--- src/hw/rtl/mwbb_pkg.sv ---
// Shared types and constants for the moving-window Bollinger band core.
// Used by mwbb_div, mwbb_sqrt and the core under hw/rtl; depends on nothing else.
package mwbb_pkg;

	localparam int MAX_WINDOW_DEF = 32;
	localparam int PRICE_BITS_DEF = 24;
	localparam int FRAC_BITS_DEF  = 8;

	localparam int WIN_W   = 6;
	localparam int MULT_W  = 3;
	localparam int OUT_W   = 32;
	localparam int UP_W    = 26;
	localparam int LO_W    = 24;
	localparam int PADDR_W = 3;
	localparam int PDATA_W = 32;

	localparam logic [WIN_W-1:0]  WIN_RESET  = 6'd21;
	localparam logic [MULT_W-1:0] MULT_RESET = 3'd2;
	localparam logic [OUT_W-1:0]  WORD_MAX   = {OUT_W{1'b1}};
	localparam logic [UP_W-1:0]   UPPER_MAX  = {UP_W{1'b1}};
	localparam logic [LO_W-1:0]   LOWER_MAX  = {LO_W{1'b1}};

	// register index, taken from paddr[2]
	typedef enum logic {
		REG_WINDOW = 1'b0,
		REG_MULT   = 1'b1
	} reg_idx_t;

	// status of a serial arithmetic unit
	typedef struct packed {
		logic busy;
		logic done;
	} unit_stat_t;

endpackage

--- src/hw/rtl/mwbb_sqrt.sv ---
// Digit-serial integer square root, two radicand bits per cycle.
// Depends on mwbb_pkg (unit_stat_t).
module mwbb_sqrt #(
	parameter int ROOT_W = 32
) (
	input  logic                  clk,
	input  logic                  arst_n,
	input  logic                  start,
	input  logic [2*ROOT_W-1:0]   radicand,
	output logic [ROOT_W-1:0]     root,
	output mwbb_pkg::unit_stat_t  stat
);
	import mwbb_pkg::*;

	localparam int CNT_W = $clog2(ROOT_W + 1);

	logic [2*ROOT_W-1:0] rad_q;
	logic [ROOT_W+1:0]   rem_q;
	logic [ROOT_W-1:0]   root_q;
	logic [CNT_W-1:0]    cnt_q;
	logic                busy_q;
	logic                done_q;
	logic [ROOT_W+2:0]   cur;
	logic [ROOT_W+2:0]   trial;
	logic [ROOT_W+2:0]   sub;
	logic                ge;

	always_comb begin
		cur   = {rem_q[ROOT_W:0], rad_q[2*ROOT_W-1 -: 2]};
		sub   = {1'b0, root_q, 2'b01};
		trial = cur - sub;
		ge    = cur >= sub;
	end

	always_ff @(posedge clk or negedge arst_n) begin
		if (!arst_n) begin
			busy_q <= 1'b0;
			done_q <= 1'b0;
			cnt_q  <= '0;
		end else if (start) begin
			busy_q <= 1'b1;
			done_q <= 1'b0;
			cnt_q  <= CNT_W'(ROOT_W);
		end else if (busy_q) begin
			cnt_q <= cnt_q - CNT_W'(1);
			if (cnt_q == CNT_W'(1)) begin
				busy_q <= 1'b0;
				done_q <= 1'b1;
			end
		end
	end

	always_ff @(posedge clk) begin
		if (start) begin
			rad_q  <= radicand;
			rem_q  <= '0;
			root_q <= '0;
		end else if (busy_q) begin
			rad_q  <= {rad_q[2*ROOT_W-3:0], 2'b00};
			rem_q  <= ge ? trial[ROOT_W+1:0] : cur[ROOT_W+1:0];
			root_q <= {root_q[ROOT_W-2:0], ge};
		end
	end

	assign root      = root_q;
	assign stat.busy = busy_q;
	assign stat.done = done_q;

endmodule

--- config.mk ---
export PLATFORM = sky130hd
export DESIGN_NAME = mwbb_sqrt
export DESIGN_NICKNAME = d
export VERILOG_FILES = /design/src/hw/rtl/mwbb_pkg.sv /design/src/hw/rtl/mwbb_sqrt.sv
export SDC_FILE = /design/constraint.sdc
export NUM_CORES = 1
export LEC_CHECK = 0
export BUFFER_PORTS_ARGS = -buffer_cell sky130_fd_sc_hd__buf_2
export CAP_MARGIN = 25
export CORE_UTILIZATION = 25
export DETAILED_ROUTE_END_ITERATION = 6
export GPL_ROUTABILITY_DRIVEN = 0
export PLACE_DENSITY = 0.4
export SYNTH_ARGS = -nofsm -noshare
export SYNTH_HDL_FRONTEND = slang
export SYNTH_SLANG_ARGS = --single-unit
--- constraint.sdc ---
create_clock -name clk -period 3.5 [get_ports clk]
set_input_delay 0.7 -clock clk [delete_from_list [all_inputs] [get_ports clk]]
set_output_delay 0.7 -clock clk [all_outputs]
set_load 0.02 [all_outputs]
**After elaboration in Yosys (flattened, before gate mapping)**

Index checks and enable logic that the tools add are counted.

- Register bits: 137
- Bits of input ports: 67

- Add/sub/neg operators: 2
- $lt $le $gt $ge: 1
- Eq/ne operators: 1
- Mux-type cells: 11
- Reductions and logical operators: 3

Operator list:

| kind | count |
|---|---|
| two-way mux 64 bit | 2 |
| greater-or-equal comparator 35 x 34 -> 1 bit | 1 |
| two-way mux 33 bit | 1 |
| subtractor 33 bit | 1 |
| two-way mux 6 bit | 2 |
| equality test 6 x 1 -> 1 bit, second input constant | 1 |
| two-way mux 1 bit | 6 |
| subtractor 6 x 1 -> 6 bit, second input constant | 1 |
| nonzero test 2 bit | 2 |
| AND reduction 2 bit | 1 |

**Depth between registers and ports, before layout**

- Depth in word-level cells: 4
- Depth in mapped cells: 13
- Gate-level depth less buffers: 10

**Least setup slack after synthesis**

OpenSTA, ideal clock, no wires.

- Kind: input to register
- From: input port start
- To: register rad_q[0] (enable)
- Library setup time: 418 ps
- Arrival: 2485 ps
- Slack: 598 ps
- Stages on the path: 4
- Buffers on the path: 2
- Path through: clkbuf_1 > nor2_1 > clkbuf_1 > inv_1

- Word-level cells in the longest chain between the ends: 1

Ends and longest elaborated chain:

| item | line | source |
|---|---|---|
| start, declared | mwbb_sqrt.sv:8 | `input logic start,` |
| nonzero test 2 bit (no line) | n/a |  |
| end signal, assigned | mwbb_sqrt.sv:55 | `rad_q <= radicand;` |
| end signal, assigned | mwbb_sqrt.sv:59 | `rad_q <= {rad_q[2*ROOT_W-3:0], 2'b00};` |
| end, declared | mwbb_sqrt.sv:17 | `logic [2*ROOT_W-1:0] rad_q;` |

No other way between the ends.
A chain may end at the register's enable or synchronous reset.

**Worst setup path in the final report**

- From: register root_q[8], in the netlist root[8]
- To: register rem_q[19]

- Word-level cells in the longest chain between the ends: 2
- Elaborated cells between the ends (all ways): 3

Ends and longest elaborated chain:

| item | line | source |
|---|---|---|
| start, declared | mwbb_sqrt.sv:19 | `logic [ROOT_W-1:0] root_q;` |
| start signal, assigned | mwbb_sqrt.sv:61 | `root_q <= {root_q[ROOT_W-2:0], ge};` |
| subtractor 33 bit or greater-or-equal comparator 35 x 34 -> 1 bit (tied branches) | mwbb_sqrt.sv:31, mwbb_sqrt.sv:32 |  |
| two-way mux 33 bit (*) | mwbb_sqrt.sv:60 | `rem_q <= ge ? trial[ROOT_W+1:0] : cur[ROOT_W+1:0];` |
| end signal, assigned | mwbb_sqrt.sv:60 |  |
| end, declared | mwbb_sqrt.sv:18 | `logic [ROOT_W+1:0] rem_q;` |

Every way passes the cells marked *; elsewhere a longest branch is shown, timed or not.

==> results.md <==
- The run finished with clean final reports.
- The number of detailed-route iterations in the first pass is 4.
- The hold violation total from the final report came to 0.
- After synthesis, the share of flip-flops with an asynchronous set or reset is 0.0584.
- The final count of pins violating max slew is 0.
- The total clock sinks is 137.
- Leaving out filler cells and counting taps, the final layout contains approximately 1300.
- The clock insertion delay at the later pin of the skew report is roughly 0.43 ns.
- Once the clock tree was built, the resizer swapped 0 gates to a different size.
- The via total after detailed routing is between 6000 and 7000.
- The number of antenna violations at the first check in global routing is 6.
- Synthesis handed over a netlist of 787 instances.
- The cell accounting for the most synthesized area is sky130_fd_sc_hd__edfxtp_1.
- The biggest cell delay along the critical path is 0.39 ns.
- After clock tree synthesis, the setup repair step added 0 buffers.
- The critical path is of the register to register type.
- The maximum fanout encountered on the critical timing path is 8.
- The final layout contains routed wiring with a total length of roughly 22000 microns.
- The slowest stage of the critical path is the sky130_fd_sc_hd__o311a_1 cell.
- Compared with the post-synthesis result, the final layout area differs by 17.4%.
- Summed over all cells, the static leakage comes to slightly below 0.004 uW.
- The final-stage net count is slightly below 1000.
- Setup repair after global routing left no endpoint under its margin.
- After layout, the minimum clock period comes to just over 3 ns.
- The relative slew slack is 0.323.
- The share of the Yosys chip area taken by registers is 0.428.
- The area fraction of the dominant cell type after synthesis is 0.240.
- The number of buffers added by the clock tree synthesis step is 17.
- The floorplan has 65 rows.
- The tool flagged a number of max-cap violations equal to 0.
- Of the cells placed in the final design, the portion with a size suffix greater than 1 is 0.263.
- The global routing usage summed across all routing layers is 0.138.
- The number of distinct library cells after synthesis is 78.
- The library cell used as clock root buffer is sky130_fd_sc_hd__clkbuf_16.
- The post-detailed-route wirelength per cell is around 17 microns.
- In the synthesized netlist the dominant register cell turns out to be sky130_fd_sc_hd__dfxtp_1.
- The die is about 180 microns wide.
- The final critical-path share of the clock period is 0.888.
- The die boundary height is between 150 and 200 microns.
- For the pin with the worst max-slew slack, the measured transition is between 1 and 1.5 ns.
- The overall die area is ~33000 sq um.
- The total power per unit cell area is between 800 and 900 nW/um^2.
- In this design, the critical path's most frequently occurring cell is sky130_fd_sc_hd__a21oi_1.
- Clock-pin slew was measured on the worst setup and hold paths at ~0.070 ns.
- The count of input and output buffers is 100.
- Across the VDD grid, the largest voltage drop is 387 uV.
- Across all hold checks on the routed design, the worst slack comes to slightly above 0.1 ns.
- The number of hold buffers added after CTS was 0.
- The number of nets handed over by synthesis was between 800 and 900.
- For this run, the top clock speed supported by timing is 0.322 GHz.
- The setup total negative slack is 0 ns.
- CTS built an H-tree with a depth of 4.
- The number of warnings issued by yosys is 0.
- In the post-synthesis netlist, the biggest area contributors are sky130_fd_sc_hd__edfxtp_1 24%, sky130_fd_sc_hd__dfxtp_1 16%, sky130_fd_sc_hd__mux2_2 8.9%, sky130_fd_sc_hd__ha_1 5.6%, sky130_fd_sc_hd__nor2_1 4.4%.
- The final global-route overflow total is 0.
- The number of global-route vias before repair is between 6000 and 7000.
- The kind of path behind the tightest hold check is primary input to asynchronous set/reset pin.
- The mapped netlist covers approximately 8000 sq um.
- The number of flops mapped to enable cells by yosys is 64.
- In this run, placement finished with an instance count of approximately 1300.
- The final setup violation count is 0.
- The maximum count of clock buffers along a single path is 2.
- The count of pins on the block boundary is 101.
- Entering global routing, the biggest net connects 128 pins.
- The worst clock skew on the final layout is approximately 0.01 ns.
- The core area is between 30000 and 40000 sq um.
- The initial cell density of the core is 0.254.
- Counting flops and latches in the post-synthesis netlist gives ~140.
- In the routed layout, each cell is associated on average with a via count of 4.82.
- The first global-routing pass estimated between 30000 and 40000 microns of wire.
- The startpoint kind of the worst setup timing path is a register.
- The data arrival time of the critical path is between 3 and 4 ns.
- The number of nets still failing antenna checks after routing is 0.
- The post-DP HPWL is about 15000 microns.
- The data required time of the critical path is ~3.8 ns.
- Dividing the synthesized area by the synthesized cell count gives just over 10 sq um.
- STA classifies the critical path endpoint as a register.
- The CTS tree is built.
- For this run, design rule violations remaining after detail routing come to 0.
- The violation count after the first detailed-route iteration is 314.
- The signal on the critical path passes through inv_1, ha_1, a21oi_1, o21ai_1, a21oi_1, nor2_1, o311ai_4, a21o_1, nand2_1, o311a_1.
==> cell type report <==
cell class	instances	area, sq um
Fill cell	3322	22100
Multi-Input combinational cell	555	4070
Sequential cell	137	3430
Clock inverter	15	133
Inverter	43	161
Timing Repair Buffer	118	663
Tap cell	402	503
Antenna cell	1	2.50
Clock buffer	17	425
==> cells in the final DEF (no fill, tap or decap), types with 19 or more instances in the layout <==
cell and instances:
sky130_fd_sc_hd__nor2_1 94, sky130_fd_sc_hd__a311oi_1 20, sky130_fd_sc_hd__ha_1 36, sky130_fd_sc_hd__nand3_1 27, sky130_fd_sc_hd__a21oi_1 36, sky130_fd_sc_hd__o21ai_0 24
sky130_fd_sc_hd__dfxtp_1 65, sky130_fd_sc_hd__xnor2_1 21, sky130_fd_sc_hd__mux2_2 63, sky130_fd_sc_hd__edfxtp_1 64, sky130_fd_sc_hd__inv_1 42, sky130_fd_sc_hd__mux2i_1 31
sky130_fd_sc_hd__nand2_1 31, sky130_fd_sc_hd__o21ai_1 19, sky130_fd_sc_hd__buf_2 99
==> synth_stat cells (14+ instances only) <==
library cell	n
sky130_fd_sc_hd__a21o_1	14
sky130_fd_sc_hd__nor2_1	94
sky130_fd_sc_hd__dfxtp_1	65
sky130_fd_sc_hd__clkbuf_1	18
sky130_fd_sc_hd__edfxtp_1	64
sky130_fd_sc_hd__ha_1	36
sky130_fd_sc_hd__nand3_1	27
sky130_fd_sc_hd__o21ai_0	24
sky130_fd_sc_hd__o21ai_1	19
sky130_fd_sc_hd__inv_1	43
sky130_fd_sc_hd__nand2_1	31
sky130_fd_sc_hd__a21oi_1	36
sky130_fd_sc_hd__mux2_2	63
sky130_fd_sc_hd__a311oi_1	20
sky130_fd_sc_hd__xnor2_1	21
sky130_fd_sc_hd__mux2i_1	31
==> where the power goes <==
group	switching, uW	total (uW)	internal (uW)
clock	830	1770	939
combinational	2400	4130	1730
sequential	201	2190	1990
==> registers in the layout, summed over array words and instances, names as in the netlist <==
register,count
root,32
cnt_q,6
done_q,1
busy_q,1
rad_q,64
rem_q,33
==> worst paths after layout <==
kind / start / to / slack [ns] / depth (start not counted)
setup reg to reg: root[8] / rem_q[19] / 0.39 / 10
hold reg to reg: rem_q[32] / rem_q[32] / 0.50 / 2
max in group asynchronous: arst_n / busy_q / 3.20 / 1
hold / removal: arst_n / cnt_q[4] / 0.10 / 1
setup / recovery: root[8] / rem_q[19] / 0.39 / 10
min in group clk: rem_q[32] / rem_q[32] / 0.50 / 2
==> layer usage <==
layer	vias up	part of all wire	global-route usage
met3	27	0.066	0.0427
li1	3081	-	-
met2	134	0.46	0.222
met4	8	0.013	0.0438
met1	2955	0.46	0.175
met5	-	0.0023	0
==> cell families after synthesis <==
kind of cell / synth area share
compound gates: 0.168
simple gates: 0.122
flops: 0.428
mux: 0.128
buf+inv: 0.0645
fa+ha+maj: 0.0564
xor+xnor: 0.0340
==> metrics by stage <==
stage               utilization  total power (uW)  area, sq um  setup slack [ns]
finish                    0.298              8090         9380             0.391
global route              0.298              8700         9380             0.113
CTS                       0.298              8180         9380             0.399
detailed placement        0.280              6350         8820             0.429
global placement          0.280              6380         8820             0.431
floorplan                     -              5310         7990             0.598
==> worst max-delay path: cells and delay by family, from the launching register on <==
| family | cells | cell delay, ns |
|---|---|---|
| DFF | 1 | 0.37 |
| and+or+nand+nor | 2 | 0.42 |
| adders and majority gates | 1 | 0.38 |
| AOI/OAI and AO/OA | 6 | 1.78 |
| buffers and inverters | 1 | 0.06 |
Power figures use the tool's default switching activity.
