## src/hw/rtl/mwbb_pkg.sv

```systemverilog
// Shared types and constants for the moving-window Bollinger band core.
// Used by mwbb_div, mwbb_sqrt and the core under hw/rtl; depends on nothing else.
package mwbb_pkg;

	localparam int MAX_WINDOW_DEF = 32;
	localparam int PRICE_BITS_DEF = 24;
	localparam int FRAC_BITS_DEF  = 8;

	localparam int WIN_W   = 6;
	localparam int MULT_W  = 3;
	localparam int OUT_W   = 32;
	localparam int UP_W    = 26;
	localparam int LO_W    = 24;
	localparam int PADDR_W = 3;
	localparam int PDATA_W = 32;

	localparam logic [WIN_W-1:0]  WIN_RESET  = 6'd21;
	localparam logic [MULT_W-1:0] MULT_RESET = 3'd2;
	localparam logic [OUT_W-1:0]  WORD_MAX   = {OUT_W{1'b1}};
	localparam logic [UP_W-1:0]   UPPER_MAX  = {UP_W{1'b1}};
	localparam logic [LO_W-1:0]   LOWER_MAX  = {LO_W{1'b1}};

	// register index, taken from paddr[2]
	typedef enum logic {
		REG_WINDOW = 1'b0,
		REG_MULT   = 1'b1
	} reg_idx_t;

	// status of a serial arithmetic unit
	typedef struct packed {
		logic busy;
		logic done;
	} unit_stat_t;

endpackage

```

## src/hw/rtl/mwbb_div.sv

```systemverilog
// Bit-serial restoring divider, one quotient bit per cycle.
// Depends on mwbb_pkg (unit_stat_t).
module mwbb_div #(
	parameter int DIVIDEND_W = 37,
	parameter int DIVISOR_W  = 6
) (
	input  logic                      clk,
	input  logic                      arst_n,
	input  logic                      start,
	input  logic [DIVIDEND_W-1:0]     dividend,
	input  logic [DIVISOR_W-1:0]      divisor,
	output logic [DIVIDEND_W-1:0]     quotient,
	output mwbb_pkg::unit_stat_t      stat
);
	import mwbb_pkg::*;

	localparam int CNT_W = $clog2(DIVIDEND_W + 1);

	logic [DIVIDEND_W-1:0] quo_q;
	logic [DIVISOR_W-1:0]  rem_q;
	logic [DIVISOR_W-1:0]  dvs_q;
	logic [CNT_W-1:0]      cnt_q;
	logic                  busy_q;
	logic                  done_q;
	logic [DIVISOR_W:0]    shifted;
	logic [DIVISOR_W:0]    diff;
	logic                  ge;

	always_comb begin
		shifted = {rem_q, quo_q[DIVIDEND_W-1]};
		diff    = shifted - {1'b0, dvs_q};
		ge      = shifted >= {1'b0, dvs_q};
	end

	always_ff @(posedge clk or negedge arst_n) begin
		if (!arst_n) begin
			busy_q <= 1'b0;
			done_q <= 1'b0;
			cnt_q  <= '0;
		end else if (start) begin
			busy_q <= 1'b1;
			done_q <= 1'b0;
			cnt_q  <= CNT_W'(DIVIDEND_W);
		end else if (busy_q) begin
			cnt_q <= cnt_q - CNT_W'(1);
			if (cnt_q == CNT_W'(1)) begin
				busy_q <= 1'b0;
				done_q <= 1'b1;
			end
		end
	end

	always_ff @(posedge clk) begin
		if (start) begin
			quo_q <= dividend;
			rem_q <= '0;
			dvs_q <= divisor;
		end else if (busy_q) begin
			quo_q <= {quo_q[DIVIDEND_W-2:0], ge};
			rem_q <= ge ? diff[DIVISOR_W-1:0] : shifted[DIVISOR_W-1:0];
		end
	end

	assign quotient  = quo_q;
	assign stat.busy = busy_q;
	assign stat.done = done_q;

endmodule

```

## config.mk

```make
export PLATFORM = sky130hd
export DESIGN_NAME = mwbb_div
export DESIGN_NICKNAME = d
export VERILOG_FILES = /design/src/hw/rtl/mwbb_pkg.sv /design/src/hw/rtl/mwbb_div.sv
export SDC_FILE = /design/constraint.sdc
export NUM_CORES = 1
export LEC_CHECK = 0
export ABC_AREA = 1
export BUFFER_PORTS_ARGS = -buffer_cell sky130_fd_sc_hd__buf_2
export CAP_MARGIN = 40
export CORE_MARGIN = 4
export CORE_UTILIZATION = 41
export CTS_CLUSTER_DIAMETER = 50
export DETAILED_ROUTE_END_ITERATION = 6
export HOLD_SLACK_MARGIN = 0.15
export PLACE_DENSITY = 0.77
export SYNTH_ARGS = -nofsm -noshare
export SYNTH_HDL_FRONTEND = slang
export SYNTH_SLANG_ARGS = --single-unit
```

## constraint.sdc

```tcl
create_clock -name clk -period 1.81 [get_ports clk]
set_input_delay 0.2715 -clock clk [delete_from_list [all_inputs] [get_ports clk]]
set_output_delay 0.2715 -clock clk [all_outputs]
set_load 0.1 [all_outputs]
```

== Word-level counts from Yosys, hierarchy flattened ==
Index checks and enable logic that the tools add are counted.
Widths: inputs -> output; s select.
Word-level totals
  bits of input ports: 46
  word-level logic and storage cells: 24
  flip-flop bits (word level): 57
  output and inout port bits: 39
Operators by class
  $add $sub $neg: 2
  order comparisons: 1
  equal/unequal tests: 1
  reduce and logical (&&, ||, !) cells: 3
  muxes and demuxes: 11
Operators by type and width (count)
  $mux 37: 2
  $mux 6: 3
  $ge 7x6->1: 1
  $eq 6x1->1 const B: 1
  $mux 1: 6
  $sub 6x1->6 const B: 1
  $sub 6x6->6: 1
  $reduce_bool 2->1: 2
  $reduce_and 2->1: 1

== Depth between registers and ports, before layout ==
Gate-level depths: netlist of run 1.
  depth in word-level cells: 4
  mapped depth: 10
  mapped depth without buffers: 10

== Worst setup path before layout of run 1 ==
Ideal clock, no wire load.
  kind: register to register
  from: reg quo_q[36], in the netlist quotient[36]
  to: reg quo_q[0], in the netlist quotient[0] (data pin)
  stages on the path, launching flop included: 9
  setup time: 0.253 ns
  data required time: 1.557 ns
  clock period less this slack: 2.086 ns
  path buffers: 0
  setup slack: -0.276 ns
  arrival: 1.834 ns
  path through: edfxtp_1 inv_1 ha_1 nand2_1 nor2_1 nand2_2 nand3_4 nand2_1 nand2_1
Between the ends
  word-level cells in the longest chain between the ends: 3
RTL lines
  start, declared: RTL line mwbb_div.sv:19  | logic [DIVIDEND_W-1:0] quo_q;
  start signal, assigned: RTL line mwbb_div.sv:55  | quo_q <= dividend;
  start signal, assigned: RTL line mwbb_div.sv:59  | quo_q <= {quo_q[DIVIDEND_W-2:0], ge};
  $ge 7x6->1: RTL line mwbb_div.sv:32  | ge = shifted >= {1'b0, dvs_q};
  $mux 37: RTL line mwbb_div.sv:58  | end else if (busy_q) begin
  $mux 37: RTL line mwbb_div.sv:54  | if (start) begin
No other way between the ends. The select of a mux whose other input is x is not followed.
A chain may end at the register's enable or synchronous reset.

== Final worst setup path of run 1 ==
  from: reg dvs_q[2]
  to: reg quo_q[0], in the netlist quotient[0] (data pin)
Between the ends
  word-level cells in the longest chain between the ends: 3
RTL lines
  start, declared: RTL line mwbb_div.sv:21  | logic [DIVISOR_W-1:0] dvs_q;
  start signal, assigned: RTL line mwbb_div.sv:57  | dvs_q <= divisor;
  $ge 7x6->1: RTL line mwbb_div.sv:32
  $mux 37: RTL line mwbb_div.sv:58
  $mux 37: RTL line mwbb_div.sv:54
No other way between the ends. The select of a mux whose other input is x is not followed.

==> impl_metrics.py, run 1 <==
metrics = {
    "routing": {
        "drtIter0Drc": 198,
        "wire_per_inst_um": 13.31,
        "wl_um": 6414,
        "wl_met2_um": 2930,
        "viasPerCell": 4.730,
        "firstDrtPassIters": 4,
        "ant_nets": 0,
        "top_layer": "met4",
        "routed-via-count": 2280,
        "wl_met3_um": 461,
        "wl_met1_um": 2971,
        "drc": 0,
    },
    "final_layout": {
        "final_cells": 482,
        "final_core_util": 0.5535,
        "final_common_cell": "nand2_1",
        "final_area_um2": 3575,
        "drive_gt1_frac": 0.2988,
        "area_growth_pct": 28.81,
        "final_cell_mix": "147 x nand2_1, 84 x buf_2, 43 x edfxtp_1",
        "nets": 455,
        "fillers": 587,
        "n_antenna_cell": 0,
    },
    "clock_network": {
        "cts_root_buf": "clkbuf_8",
        "cts_setup_buffers": 0,
        "path_clk_slew_ns": 0.07,
        "cts_buffer_depth": 2,
        "ctsResizeCount": 0,
        "clock_latency_ns": 0.33,
        "cts.htree.levels": 3,
        "clock_sink_count": 57,
        "cts_tree": "built",
        "cts_inserted_buffers": 9,
    },
    "global_route": {
        "grt_pass1_wl_um": 10720,
        "grt_pass1_vias": 2261,
        "antenna_found_initial": 0,
        "grt-ovfl-total": 0,
        "track_usage": 0.1652,
        "grt_max_degree": 39,
    },
    "power": {
        "p_per_area_nw_per_um2": 1298,
        "ir_drop_mv": 0.7894,
        "total_power_mw": 4.641,
        "power_leakage_nw": 1.814,
    },
    "sta": {
        "fin_ws_ns": 0.1488,
        "fmax_mhz": 602.0,
        "rsz0062_at_grt": "false",
        "setup_viol": 0,
        "period_share": 0.9178,
        "min_period_ns": 1.661,
        "slew_viol_final": 0,
        "fin_tns_setup_ns": 0,
        "hold_slack_ns": 0.2027,
        "hold_viol": 0,
        "slew_headroom": 0.4748,
        "clock_skew_ns": 0.01017,
        "tightest_slew_ns": 0.7867,
    },
    "critical_path": {
        "end_kind": "register",
        "crit_fanout": 7,
        "worst_setup_path_start_kind": "register",
        "worstSetupPathType": "register to register",
        "crit_required_ns": 1.90,
        "cp.arrival_ns": 1.75,
    },
    "floorplan": {
        "std_cell_rows": 29,
        "start_util": 0.4297,
        "fp.coreArea_um2": 6459,
        "ios": 85,
        "fp.dieH_um": 90.27,
        "die_w_um": 90.27,
        "die-area_um2": 8149,
    },
    "run_status": {
        "status": "complete, no violations",
    },
    "logic_synthesis": {
        "syn_avg_cell_area_um2": 9.099,
        "yosysWarnings": 0,
        "synth_cells": 305,
        "syn_nets": 360,
        "synthesis.area_um2": 2775,
        "ys_ff_latch": 57,
        "synth_seq_area_share": 0.5807,
        "netlist-cell-type-count": 31,
    },
    "placement": {
        "dp_cells": 459,
        "gp_congestion": 0.8140,
        "port_buffers": 84,
        "placed_area_um2": 3294,
        "dp_hpwl_um": 4564,
        "place_ws_ns": 0.1681,
    },
    "run": {
        "cap_violations": 0,
    },
    "min_path": {
        "hold_path.class": "primary input to register",
    },
}
Yosys cell counts, drive strengths merged:
cell type    n  area (µm²)
xor2         1       8.760
ha           8       100.1
nand3       14       92.59
a22o         1       8.760
nor2         8       40.04
xnor2        2       17.52
edfxtp      43        1291
fa           1       20.02
nor4         1       6.260
nand4        7       43.79
dfxtp        6       120.1
inv         29       108.9
clkbuf       6       22.52
o22ai        1       6.260
nand2      149       564.3
dfrtp        8       200.2
nor3         4       20.02
a21oi        5       36.29
buf          5       32.53
o21ai        4       20.01
or2          2       15.02
report_power, final:
group | internal, mW | total (mW) | switching [mW]
clock | 0.768 | 1.29 | 0.520
sequential | 1.59 | 1.71 | 0.124
combinational | 0.423 | 1.64 | 1.22
total | 2.78 | 4.64 | 1.86
metal layers:
metal	track usage	up-vias
met4	0.06122	0
met5	0	-
met3	0.05000	4
li1	-	1174
met1	0.2146	1022
met2	0.2607	80
kinds of logic (layout without fill, tap and decap cells):
kind of cell	Yosys count	count (layout)	synth area share
flip-flops	57	57	0.5807
AO/OA/AOI/OAI	11	11	0.02570
buffers and inverters	40	140	0.05906
adder cells (fa/ha/maj)	9	9	0.04328
AND/OR/NAND/NOR	185	185	0.2818
XOR/XNOR	3	3	0.009470
timing repair:
action,4_1_cts,5_1_grt
hold buffers,7,0
endpoints found under the hold margin,14,0
endpoints found under the setup margin,0,0
cell type report:
class                      instances  area, µm²  area share
sequential                        57       1612      0.4508
clock buffer                      10      127.6     0.03570
clock inverter                     6      82.58     0.02310
inverter                          29      108.9     0.03045
multi-input combinational        208       1015      0.2839
tap                               77      96.34     0.02695
timing repair buffer              95      533.0      0.1491
registers in the layout, summed over array words and instances, names as in the netlist:
register  count
quotient     37
dvs_q         6
cnt_q         6
busy_q        1
done_q        1
rem_q         6
critical path, cell delays in order, from the launching register on:
cell and delay [ns]:
edfxtp_1 0.32, inv_1 0.04, ha_1 0.35, or2_1 0.27, nand3_2 0.16, nand3_4 0.14, nand2_1 0.09, nand2_1 0.04
path summary, 6_finish.rpt:
path	from	endpoint	slack [ns]	cells past startpoint
worst max-delay path	dvs_q[2]	quotient[0]	0.15	7
min in group asynchronous	arst_n	cnt_q[4]	0.32	2
max in group asynchronous	arst_n	done_q	1.32	2
worst min-delay path	dividend[29]	quotient[29]	0.20	3
worst max register to register	dvs_q[2]	quotient[0]	0.15	7
worst min register to register	cnt_q[5]	cnt_q[5]	0.49	1
Power figures use the tool's default switching activity.
==> run 2, diff against run 1 <==
Settings changed: CORE_MARGIN 4 to not set.
Clock period 1.81 ns to 2.1 ns, I/O delays scaled along.
==> run 2 against run 1 <==
- the flow now finishes with violations (design-rule violations)
- fmax decreased by 1.6%
- routed wire length decreased by 7.0%
- clock power decreased by 28%
- final area decreased by 1.5%
- total power decreased by 18%
- global-route usage increased by 1.4 points
- clock skew decreased by 0.0029 ns
- register-to-register slack improved by 0.26 ns
- critical endpoint is now rem_q[4]
- largest cell class unchanged
- largest power group unchanged
- highest routed layer unchanged
==> impl_metrics.py, run 2 (synthesis gave the netlist of run 1 again) <==
metrics = {
    "critical_path": {
        "crit_fanout": 3,
        "worstSetupPathType": "register to register",
        "end_kind": "register",
        "crit_required_ns": 2.32,
        "r2r-start": "quotient[36]",
        "r2r_slack_ns": 0.41,
        "r2r-end": "rem_q[4]",
        "critPathLaunch": "quotient[36]",
        "cp.arrival_ns": 1.91,
        "reg2regPathDepth": 10,
        "endpoint": "rem_q[4]",
        "worst_setup_path_start_kind": "register",
    },
    "placement": {
        "placed_area_um2": 3279,
        "dp_hpwl_um": 4283,
        "port_buffers": 84,
        "gp_congestion": 0.8839,
    },
    "final_layout": {
        "register_area_um2": 1612,
        "nets": 454,
        "drive_gt1_frac": 0.2847,
        "largest_reg_flops": 37,
        "multi_input_area_um2": 999.7,
        "final_area_um2": 3520,
        "n_antenna_cell": 0,
        "final_cell_mix": "147 x nand2_1, 84 x buf_2, 43 x edfxtp_1",
        "fillers": 600,
        "area_growth_pct": 26.83,
        "final_common_cell": "nand2_1",
    },
    "sta": {
        "period_share": 0.8039,
        "clock_skew_ns": 0.007286,
        "fin_tns_setup_ns": 0,
        "fmax_mhz": 592.4,
        "rsz0062_at_grt": "false",
        "hold_viol": 0,
        "min_period_ns": 1.688,
        "slew_headroom": 0.5650,
        "tightest_slew_ns": 0.6515,
        "slew_viol_final": 0,
        "setup_viol": 0,
    },
    "global_route": {
        "antenna_found_initial": 0,
        "grt_pass1_wl_um": 9818,
        "grt_max_degree": 43,
        "track_usage": 0.1795,
        "grt-ovfl-total": 0,
        "grt_pass1_vias": 2081,
    },
    "floorplan": {
        "std_cell_rows": 29,
        "ios": 85,
        "fp.dieH_um": 84.27,
        "start_util": 0.4297,
        "fp.coreArea_um2": 6459,
        "die_w_um": 84.27,
        "die-area_um2": 7101,
    },
    "clock_network": {
        "cts_tree": "built",
        "cts_inserted_buffers": 9,
        "hold_buffers": 6,
        "path_clk_slew_ns": 0.06,
        "cts_setup_buffers": 0,
        "cts_buffer_depth": 2,
        "cts_root_buf": "clkbuf_8",
        "clock_sink_count": 57,
        "cts.htree.levels": 3,
        "ctsResizeCount": 0,
        "clock_latency_ns": 0.33,
    },
    "min_path": {
        "holdPathStages": 1,
        "hold_path.class": "primary input to register",
    },
    "routing": {
        "firstDrtPassIters": 7,
        "ant_nets": 0,
        "routed-via-count": 2287,
        "wl_um": 5964,
        "drc": 4,
        "wire_per_inst_um": 12.40,
        "drtIter0Drc": 117,
        "viasPerCell": 4.755,
    },
    "power": {
        "ir_drop_mv": 0.6754,
        "power_leakage_nw": 1.798,
        "p_per_area_nw_per_um2": 1076,
    },
    "run": {
        "cap_violations": 0,
    },
    "run_status": {
        "status": "complete, but fails checks",
        "failed_checks": "design-rule violations",
    },
}
## run 2: through the flow
stage | hold WS, ns | power (mW) | setup WS (ns) | utilization | cells
floorplan | 0.01941 | 2.616 | 0.01351 | - | 305
global placement | 0.1647 | 2.855 | 0.4768 | 0.5077 | 459
detailed placement | 0.1679 | 2.872 | 0.4487 | 0.5077 | 459
CTS | 0.1509 | 3.828 | 0.4073 | 0.5449 | 481
global route | 0.1516 | 3.992 | 0.2603 | 0.5449 | 481
finish | 0.1756 | 3.788 | 0.4119 | 0.5449 | 481
## run 2: where the power goes
part,internal [mW],switching [mW],leakage [nW],total (mW)
logic,0.358,1.04,1.10,1.39
registers,1.37,0.101,0.609,1.47
clock network,0.527,0.395,0.0910,0.923
total,2.26,1.53,1.80,3.79
## run 2: critical path: stages, from the launching register on
cell	delay (ns)
edfxtp_1	0.39
inv_1	0.10
ha_1	0.17
inv_2	0.05
fa_1	0.40
nand3_1	0.10
nand2_1	0.07
xnor2_1	0.13
nand2_1	0.07
nand3_1	0.06
nand2_1	0.05
## run 2: worst min path at each step
stage	to	slack, ns	startpoint
after floorplan	busy_q	0.02	arst_n
after global placement	cnt_q[5]	0.16	arst_n
after detailed placement	cnt_q[5]	0.17	arst_n
after CTS	dvs_q[2]	0.15	divisor[2]
after global routing	dvs_q[2]	0.15	divisor[2]
final	dvs_q[2]	0.18	divisor[2]
## run 2: final cells by class
class	instances	area share
tap	77	0.02737
clock buffer	16	0.05119
multi-input combinational	208	0.2840
inverter	29	0.03093
timing repair buffer	94	0.1486
sequential	57	0.4579
## run 2: per-layer routing
| metal | global-route usage | routed length, µm | up-vias |
|---|---|---|---|
| met1 | 0.2322 | 2704 | 1031 |
| met3 | 0.05703 | 347 | 10 |
| met5 | 0 | 0 | - |
| met4 | 0.07053 | 93 | 0 |
| met2 | 0.2817 | 2818 | 74 |
| li1 | - | - | 1172 |
