**config.mk**
```make
export PLATFORM = sky130hd
export DESIGN_NAME = mwbb_ring
export DESIGN_NICKNAME = d
export VERILOG_FILES = /design/src/hw/rtl/mwbb_ring.sv
export SDC_FILE = /design/constraint.sdc
export NUM_CORES = 1
export LEC_CHECK = 0
export BUFFER_PORTS_ARGS = -buffer_cell sky130_fd_sc_hd__clkbuf_2
export CORE_MARGIN = 4
export CORE_UTILIZATION = 56
export DETAILED_ROUTE_END_ITERATION = 12
export PLACE_DENSITY = 0.72
export SYNTH_ARGS = -nofsm -noshare
export SYNTH_HDL_FRONTEND = slang
export SYNTH_SLANG_ARGS = --single-unit
```
**constraint.sdc**
```tcl
create_clock -name clk -period 2.05 [get_ports clk]
set_input_delay 0 -clock clk [delete_from_list [all_inputs] [get_ports clk]]
set_output_delay 0 -clock clk [all_outputs]
set_load 0.005 [all_outputs]
```
**src/hw/rtl/mwbb_ring.sv**
```systemverilog
// Price history memory: one write port, one registered read port.
// Depends on nothing.
module mwbb_ring #(
	parameter int DEPTH  = 32,
	parameter int DATA_W = 24
) (
	input  logic                     clk,
	input  logic                     rd_en,
	input  logic [$clog2(DEPTH)-1:0] rd_addr,
	output logic [DATA_W-1:0]        rd_data,
	input  logic                     wr_en,
	input  logic [$clog2(DEPTH)-1:0] wr_addr,
	input  logic [DATA_W-1:0]        wr_data
);
	logic [DATA_W-1:0] mem_q [DEPTH];
	logic [DATA_W-1:0] rd_data_q;

	always_ff @(posedge clk) begin
		if (wr_en) begin
			mem_q[wr_addr] <= wr_data;
		end
	end

	always_ff @(posedge clk) begin
		if (rd_en) begin
			rd_data_q <= mem_q[rd_addr];
		end
	end

	assign rd_data = rd_data_q;

endmodule

```
-- Word level (Yosys, flattened, before mapping)
Memories as Yosys holds them, arrays and structs flattened. A register that Yosys moved wholly into a read port is not among the register bits.
Cells that the tools add are included.
- memories kept: 1
- bits in writable memories: 768
- input bits: 37
- bits in registers: 0
- memories (name ; depth ; bits a word ; read ports ; clocked after memory_dff ; wr ports ; line ; text):
    mem_q ; 32 ; 24 ; 1 ; 1 ; 1 ; 15 ; logic [DATA_W-1:0] mem_q [DEPTH];
- mux-type cells: 2
- operator list (kind ; count):
    2-to-1 mux 1 bit ; 2

-- Longest topological paths before layout
Gate-level depths: netlist (run 1).
- depth in word-level cells: 2
- depth in mapped cells: 8
- gate-level depth less buffers: 5

-- Worst setup path after synthesis (run 1)
Ideal clock, no wire load.
- path kind: input port to flip-flop
- from: input wr_addr[1]
- to: memory mem_q[12][0], enable pin
- required time: 1.645 ns
- data arrival time: 1.682 ns
- path slack: -0.037 ns
- stages: 3
- cells stage by stage: or3b_2 -> clkbuf_1 -> nor2_1
- RTL lines (item ; line ; text):
    from (decl) ; 12 ; input logic [$clog2(DEPTH)-1:0] wr_addr,
    to (decl) ; 15 ;
No word-level cell before the write port.

==> results of run 1 <==
## critical path, delay by kind of cell (launching register included)
family	cells	cell delay [ns]
multiplexers	1	0.15
flip-flops	1	0.36
AND/OR/NAND/NOR	2	0.35
AO/OA/AOI/OAI	2	0.53
## sequential cells by signal, indices dropped and copies added, names as in the netlist
register	cells
mem_q	768
rd_data	24
## layer usage
layer	vias up	routed length, um	GRT usage	share of wire
met3	82	5495	0.04117	0.082
met1	8218	28230	0.3272	0.42
met2	660	32540	0.3615	0.48
met4	0	1053	0.05856	0.016
met5	-	0	0	0
li1	7098	-	-	-
## Yosys cell counts
cell,count,area [sq um]
a21oi_1,72,360.4
mux2i_1,384,3844
nand3b_1,5,37.54
buf_6,22,247.7
nand3_1,74,370.4
or3b_2,3,26.28
nand2_1,74,277.8
or3_1,1,6.260
nor2_1,34,127.6
nor2b_1,2,12.51
and2_1,1,6.260
a31oi_1,24,150.1
buf_2,29,145.1
nand2b_1,2,12.51
edfxtp_1,792,23780
or2_1,1,6.260
nor3_1,24,120.1
a22oi_1,72,540.5
clkbuf_1,29,108.9
buf_4,13,97.59
clkbuf_4,1,7.510
a22o_1,48,420.4
buf_1,4,15.01
## where the power goes
group          switching, mW  total (mW)  internal, mW
sequential            0.0673        18.1          18.1
combinational           1.13        1.75         0.624
clock                   5.70        13.5          7.81
total                   6.90        33.4          26.5
## cell type report
class | instances | share of cell area
clock inverter | 42 | 0.01028
sequential | 792 | 0.6764
timing repair buffer | 164 | 0.04776
tap | 696 | 0.02477
clock buffer | 95 | 0.05793
multi-input combinational | 821 | 0.1828
## per-stage QoR
step / area [sq um] / power, mW / TNS (ns) / util
floorplan: 30720 / 19.42 / -6.433 / -
global placement: 32760 / 20.17 / 0 / 0.6064
detailed placement: 32760 / 20.23 / 0 / 0.6064
CTS: 35160 / 33.62 / 0 / 0.6508
global route: 35160 / 34.43 / 0 / 0.6508
finish: 35160 / 33.42 / 0 / 0.6508
## path summary, 6_finish.rpt
path             endpoint  cells past startpoint          start
max           rd_data[12]                      5   mem_q[2][12]
min          mem_q[2][12]                      1    wr_data[12]
max reg2reg   rd_data[12]                      5   mem_q[2][12]
min reg2reg   rd_data[11]                      4  mem_q[26][11]
## logic make-up (layout without fill, tap and decap cells)
| kind of cell | count (synthesis) | in the layout | synth area share |
|---|---|---|---|
| compound gates | 216 | 216 | 0.04789 |
| mux | 384 | 384 | 0.1251 |
| simple gates | 221 | 221 | 0.03266 |
| flops | 792 | 792 | 0.7741 |
| buf+inv | 98 | 301 | 0.02024 |
==> run metrics, run 1 <==
CP cell instances mux2i_1 -> a22o_1 -> nor3_1 -> a31oi_1 -> nand3_1; Detail Route Antenna Nets 0; worst hold margin 0.04156 ns; Skew-Pair Late Insertion Delay about 0.6 ns; area taken by multi-input logic gates 6429 sq um; Syn Area/Cell 17.96 sq um; pre-CTS setup slack 0.1564 ns; DR vias/cell 6.152; Gate Count Post-Synth 1711; Tcrit/Tclk final 0.8349; number of setup violations in the final report 0; FF-to-FF setup slack 0.34 ns; starting density of the core 0.5687; Root Buffer clkbuf_16; core area 54030 sq um; VDD IR max ~600 uV; dpl cells between 2000 and 2500; CTS tree yes; Layout Cells excl Fill 2610; Die Ht approximately 240 um; Mapped Area 30720 sq um; skew final about 0.014 ns; WL per Instance 25.79 um; fmax 584.3 MHz; I/O Buffers 60; Hold Vio Cnt, Final 0; post_cts resized 0; I/O pins 61; Clock transition at path regs about 0.060 ns; crit path kind register to register; FF+latch area 23780 sq um; Antenna diodes 0; Pwr Density 950.5 nW/um^2; Worst Hold Class input port to register; htree depth 3; Die Span X ~240 um; syn_nets 1748; RSZ-0062 raised after global routing no; row count 85; Period minus WS final 1.711 ns; clk sinks 792; final worst slack 0.3385 ns; # fillers 3623; synth warn 0; Slew headroom 0.5154; worst-path maximum fanout 1; CP Data Arrival Time 2.00 ns; CTS Buf Count 77; Max Cap Viol 0; sequential share of the synthesized area 0.7741; clk buf depth 3; first-pass GRT wire length between 90000 and 100000 um; status finished, final reports clean; initial antenna violation count 0; Crit. End Element register; Critical Path Max Stage Delay 0.36 ns; area of the die around 60000 sq um; WP data required 2.34 ns; final WL between 60000 and 70000 um; Post-CTS Setup Repair Bufs 0; GRT Total Usage 0.2261; layout cells sized above 1 0.1604; Slew Limit Fails 0; Leak ~12 nW; largest net degree at the start of global routing 42; total grt overflow 0; total number of vias ~16000; drt first-iter violations 1675; commonest non-fill, non-tap cell in the layout edfxtp_1; most frequent cells in the layout 792 x edfxtp_1, 384 x mux2i_1, 79 x clkbuf_16; Hold Buf Count CTS 0; slew at the pin closest to its max-slew limit 0.7269 ns; Detailed Place HPWL roughly 39000 um; area growth from synthesis to layout 14.44%; Placer Congestion 0.7689; vias in the first global route roughly 16000; Final nets 1893; DR DRC count 0; critical path startpoint category register; Crit-path slowest cell edfxtp_1; Pre-antenna DRT Iters 5; post-synthesis register bit count 792; Distinct cells, synth 23
Power figures use the tool's default switching activity.
==> run 2: changes to the inputs <==
Settings changed: CORE_UTILIZATION 56 to 60, PLACE_DENSITY 0.72 to 0.74.
Clock period 2.05 ns to 1.6 ns, I/O delays scaled along.
==> run 2 against run 1 <==
  * Final cell count rose by 1.1%
  * Global-route usage rose by 2.6 points
  * First-iteration DRC count rose by 12%
  * Critical path type unchanged
  * Highest routed layer is now met5
  * Maximum frequency rose by 12%
  * Combinational power rose by 41%
  * Power rose by 28%
  * Utilization rose by 6.2 points
  * Non-clock buffer count rose by 54
  * Flip-flop and latch count did not move
  * Sequential share of layout area fell by 1.4 points
==> run metrics, run 2 (synthesis gave the netlist of run 1 again) <==
status finished, final reports clean; total number of vias 16590 (+3.3%); fmax 653.4 MHz (+12%); DR vias/cell 6.286 (+2.2%); Final nets 1947 (+2.9%); Leak 12.69 nW (+2.7%); crit path kind register to register; slew at the pin closest to its max-slew limit 0.7212 ns (-0.005643 ns); Crit-path slowest cell edfxtp_1; number of setup violations in the final report 0 (unchanged); Crit. End Element register; area growth from synthesis to layout 16.82%; final WL 68780 um (+2.2%); Sequential Power Share 0.543 (about the same); first-pass GRT wire length 102000 um (+2.0%); Largest Register mem_q; Pre-antenna DRT Iters 5 (unchanged); Cell Area, Placed 33400 sq um (+2.0%); fin area 35890 sq um (+2.1%); CP Data Arrival Time 1.85 ns (-0.15 ns); Final Util 0.7124 (+0.06165); drt first-iter violations 1870 (+12%); core area 50380 sq um (-6.8%); htree depth 3 (unchanged); CP cell instances mux2i_1 -> a22o_1 -> nor3_1 -> buf_4 -> a31oi_4 -> nand3_1; WP data required 1.92 ns (-0.42 ns); Critical R2R Launch mem_q[7][0]; GRT Total Usage 0.2525 (+0.02640); commonest non-fill, non-tap cell in the layout edfxtp_1; layout cells sized above 1 0.1866 (+0.02618); largest net degree at the start of global routing 38 (-9.5%); Clock transition at path regs 0.06 ns (about the same); Hold Vio Cnt, Final 0 (unchanged); VDD IR max 857.2 uV (+41%); area of the die 54890 sq um (-6.5%); Post-CTS Setup Repair Bufs 0 (unchanged); Max Cap Viol 0 (unchanged); Hold Crit Endpoint mem_q[2][13]; Worst Hold Class input port to register; Comb power frac 0.058 (+0.006); hold path cells 1 (unchanged); FF-to-FF setup slack 0.07 ns (-0.27 ns); CTS tree yes; vias in the first global route 16600 (+3.0%); clk buf depth 3 (unchanged); Critical Path Max Stage Delay 0.37 ns (about the same); Tcrit/Tclk final 0.9566 (+0.1217); most frequent cells in the layout 792 x edfxtp_1, 384 x mux2i_1, 87 x buf_4; Root Buffer clkbuf_16; Detail Route Antenna Nets 0 (unchanged); worst reg2reg path depth 6 (+1); clock power share 0.399 (-0.006); Detailed Place HPWL 38850 um (+0.23%); RR Endpoint rd_data[0]; total grt overflow 0 (unchanged); Die Span X 234.3 um (-3.3%); skew final 0.01659 ns (+0.002825 ns); switching power 8.838 mW (+28%); Pwr Density 1193 nW/um^2 (+26%); Hold Path Origin wr_data[13]; I/O Buffers 60 (unchanged); initial antenna violation count 2 (+2); row count 82 (-3.5%); clk sinks 792 (unchanged); I/O pins 61 (unchanged); # fillers 2987 (-18%); critical path startpoint category register; Skew-Pair Late Insertion Delay 0.59 ns (-0.02 ns); CTS Buf Count 77 (unchanged); Slew Limit Fails 0 (unchanged); Die Ht 234.3 um (-3.3%); WL per Instance 26.05 um (+1.0%); DR DRC count 0 (unchanged); Net Sw Frac 0.2064 (about the same); starting density of the core 0.6099 (+0.04121); RSZ-0062 raised after global routing yes; worst-path maximum fanout 1 (unchanged); Pint 33.98 mW (+28%); max FFs per register 768 (unchanged); Placer Congestion 0.8085 (+5.2%); Period minus WS final 1.531 ns (-0.1809 ns); Slew headroom 0.5192 (+0.003762)
-- run 2: cell count changes in the layout (fill, tap and decap cells not counted), moves of 4 or more --
cell and change:
buf_4 +30, nor2_4 +5, nor2_2 -5, inv_6 -4
a31oi_2 +5, buf_12 +21, a31oi_1 -8
-- run 2: stage by stage --
stage	setup TNS [ns]	worst slack (ns)	power, mW	hold WS, ns	cells
after CTS	0	0.01954	42.98	0.01670	2639
after detailed placement	-1.379	-0.2094	26.09	0.4019	2500
final	0	0.06946	42.81	0.05492	2640
after global placement	-0.7493	-0.2040	26.02	0.4044	2500
after global routing	-0.02308	-0.02308	44.08	0.09693	2639
after floorplan	-134.87	-0.3786	24.89	0.09887	1711
-- run 2: worst max-delay path by stage --
stage / start / end / slack [ns] / cells past startpoint
6_report: mem_q[7][0] / rd_data[0] / 0.07 / 6
5_1_grt: mem_q[0][9] / rd_data[9] / -0.02 / 6
4_1_cts: mem_q[1][14] / rd_data[14] / 0.02 / 6
3_5_place_dp: rd_addr[1] / rd_data[0] / -0.21 / 7
3_3_place_gp: rd_addr[0] / rd_data[11] / -0.20 / 7
2_1_floorplan: wr_addr[3] / mem_q[18][0] / -0.38 / 2
-- run 2: per-layer routing --
metal / track usage / vias up / share of wire
li1: - / 7197 / -
met2: 0.4056 / 783 / 0.49
met5: 0 / - / 0.00047
met3: 0.04640 / 115 / 0.084
met4: 0.07334 / 4 / 0.021
met1: 0.3610 / 8495 / 0.41
-- run 2: power by group through the flow --
| stage | clock network (mW) | logic [mW] | registers, mW |
|---|---|---|---|
| after detailed placement | 0 | 2.40 | 23.7 |
| after CTS | 17.3 | 2.43 | 23.3 |
| after global placement | 0 | 2.34 | 23.7 |
| final | 17.1 | 2.46 | 23.3 |
| after floorplan | 0 | 1.22 | 23.7 |
| after global routing | 18.2 | 2.62 | 23.3 |
-- run 2: layout make-up --
class,count,area [sq um],area share
multi-input combinational,821,6545,0.1824
clock buffer,97,2044,0.05697
timing repair buffer,218,2355,0.06561
clock inverter,39,319.1,0.008890
sequential,792,23780,0.6627
tap,672,840.8,0.02343
antenna,1,2.502,0.00006973
-- run 2: critical path: cells and delay by family (launching register included) --
| family | cells | cell delay, ns |
|---|---|---|
| compound gates | 2 | 0.38 |
| buf+inv | 1 | 0.15 |
| flops | 1 | 0.37 |
| mux | 1 | 0.18 |
| simple gates | 2 | 0.18 |
-- run 2: timing repair --
| action | CTS | global route |
|---|---|---|
| setup endpoints to repair | 3 | 9 |
| pin swaps | 0 | 3 |
| hold endpoints to repair | 25 | 0 |
| hold buffers | 3 | 0 |
| resized for setup | 4 | 10 |
==> run 3: changes to the inputs <==
Settings changed: CAP_MARGIN from default to 30, CTS_BUF_LIST from default to sky130_fd_sc_hd__clkbuf_16.
==> run 3 against run 2 <==
  * Critical path depth unchanged
  * Highest routed layer unchanged
  * Worst setup slack got worse by 0.013 ns
  * Final cell count about the same
  * Largest cell class unchanged
  * Clock-buffer cell count decreased by 18
==> run metrics, run 3 (synthesis gave the netlist of run 1 again) <==
Placer Congestion 0.8085 (unchanged); worst reg2reg path depth 6 (unchanged); Slew headroom 0.5215 (+0.002356); Max Cap Viol 0 (unchanged); RSZ-0062 raised after global routing yes; htree depth 3 (unchanged); CTS tree yes; GRT Total Usage 0.2525 (about the same); FF+latch area 23780 sq um (unchanged); Antenna diodes 0 (-1); fmax 648.0 MHz (-0.83%); layout cells sized above 1 0.1866 (unchanged); I/O pins 61 (unchanged); I/O Buffers 60 (unchanged); area of the die 54890 sq um (unchanged); Die Ht 234.3 um (unchanged); RR Endpoint rd_data[14]; worst-path maximum fanout 1 (unchanged); clk sinks 792 (unchanged); Detailed Place HPWL 38850 um (unchanged); slew at the pin closest to its max-slew limit 0.7177 ns (-0.003534 ns); DR vias/cell 6.274 (-0.19%); area taken by multi-input logic gates 6545 sq um (unchanged); skew final 0.01547 ns (-0.001128 ns); largest net degree at the start of global routing 38 (unchanged); # fillers 2988 (+0.033%); worst hold margin 0.05974 ns (+0.004814 ns); Hold Vio Cnt, Final 0 (unchanged); total number of vias 16560 (-0.22%); Clock transition at path regs 0.06 ns (about the same); clk buf depth 3 (unchanged); Skew-Pair Late Insertion Delay 0.60 ns (about the same); Die Span X 234.3 um (unchanged); Slew Limit Fails 0 (unchanged); max FFs per register 768 (unchanged); Crit. End Element register; Hold Path Origin wr_data[23]; starting density of the core 0.6099 (unchanged); CP Data Arrival Time 1.86 ns (about the same); setup_tns 0 ns (unchanged); Hold Crit Endpoint mem_q[1][23]; FF-to-FF setup slack 0.06 ns (about the same); critical path startpoint category register; commonest non-fill, non-tap cell in the layout edfxtp_1; Tcrit/Tclk final 0.9646 (+0.007978); row count 82 (unchanged); Pwr Density 1190 nW/um^2 (-0.22%); WP data required 1.91 ns (about the same); Final nets 1947 (unchanged); drt first-iter violations 1917 (+2.5%); final WL 68670 um (-0.16%); VDD IR max 865.3 uV (+0.95%); WL per Instance 26.02 um (-0.12%); crit path kind register to register; Power, Total 42.72 mW (-0.23%); Critical R2R Launch mem_q[1][14]; number of setup violations in the final report 0 (unchanged); Largest Register mem_q; core area 50380 sq um (unchanged); Root Buffer clkbuf_16; first-pass GRT wire length 102000 um (about the same); hold path cells 1 (unchanged); Worst Hold Class input port to register; area growth from synthesis to layout 16.81% (about the same); CTS Buf Count 77 (unchanged); vias in the first global route 16600 (+0.012%); Leak 12.77 nW (+0.59%); initial antenna violation count 2 (unchanged); status finished, final reports clean; Pre-antenna DRT Iters 5 (unchanged); DR DRC count 0 (unchanged); Detail Route Antenna Nets 0 (unchanged); total grt overflow 0 (unchanged); most frequent cells in the layout 792 x edfxtp_1, 384 x mux2i_1, 87 x buf_4; Period minus WS final 1.543 ns (+0.01277 ns)
==> run 3: cell count changes in the layout (fill, tap and decap cells not counted) <==
cell      delta
clkbuf_1    -18
inv_1       +18
diode_2      -1
==> run 3: worst max-delay path by stage <==
stage	end	from	depth (start not counted)	slack [ns]
finish	rd_data[14]	mem_q[1][14]	6	0.06
global route	rd_data[9]	mem_q[0][9]	6	-0.02
CTS	rd_data[14]	mem_q[1][14]	6	0.02
detailed placement	rd_data[0]	rd_addr[1]	7	-0.21
global placement	rd_data[11]	rd_addr[0]	7	-0.20
floorplan	mem_q[18][0]	wr_addr[3]	2	-0.38
==> run 3: routing by layer <==
metal / global-route usage / vias up / part of all wire
met1: 0.3607 / 8405 / 0.40
met2: 0.4058 / 821 / 0.49
met5: 0 / - / 0.00047
li1: - / 7200 / -
met4: 0.07334 / 4 / 0.022
met3: 0.04640 / 127 / 0.089
==> run 3: stage by stage <==
| step | cell area [sq um] | setup slack (ns) | cells | utilization |
|---|---|---|---|---|
| 6_report | 35890 | 0.05669 | 2639 | 0.7124 |
| 4_1_cts | 35820 | 0.01962 | 2639 | 0.7111 |
| 3_5_place_dp | 33400 | -0.2094 | 2500 | 0.6631 |
| 5_1_grt | 35890 | -0.02317 | 2639 | 0.7124 |
| 2_1_floorplan | 30770 | -0.3786 | 1711 | - |
| 3_3_place_gp | 33400 | -0.2040 | 2500 | 0.6631 |
==> run 3: worst max-delay path: stages (launching register included) <==
cell and delay (ns):
edfxtp_1 0.37, mux2i_1 0.14, a22o_1 0.16, nor3_1 0.05, buf_4 0.16, a31oi_2 0.25, nand3_1 0.12
==> run 3: timing repair <==
item / in CTS / in global routing
cloned: 0 / 0
hold buffers: 3 / 0
hold endpoints to repair: 25 / 0
pin swaps: 0 / 3
setup endpoints to repair: 3 / 9
resized for setup: 4 / 10
setup buffers: 0 / 0
==> run 3: layout make-up <==
cell class / count / share of cell area
Clock buffer: 79 / 0.05509
Clock inverter: 57 / 0.01077
Multi-Input combinational cell: 821 / 0.1824
Sequential cell: 792 / 0.6627
Tap cell: 672 / 0.02343
Timing Repair Buffer: 218 / 0.06562
==> run 3: power by group <==
group	total [mW]	internal (mW)	switching (mW)
Sequential	23.3	23.2	0.0919
Clock	17.0	9.73	7.26
Combinational	2.46	0.966	1.50
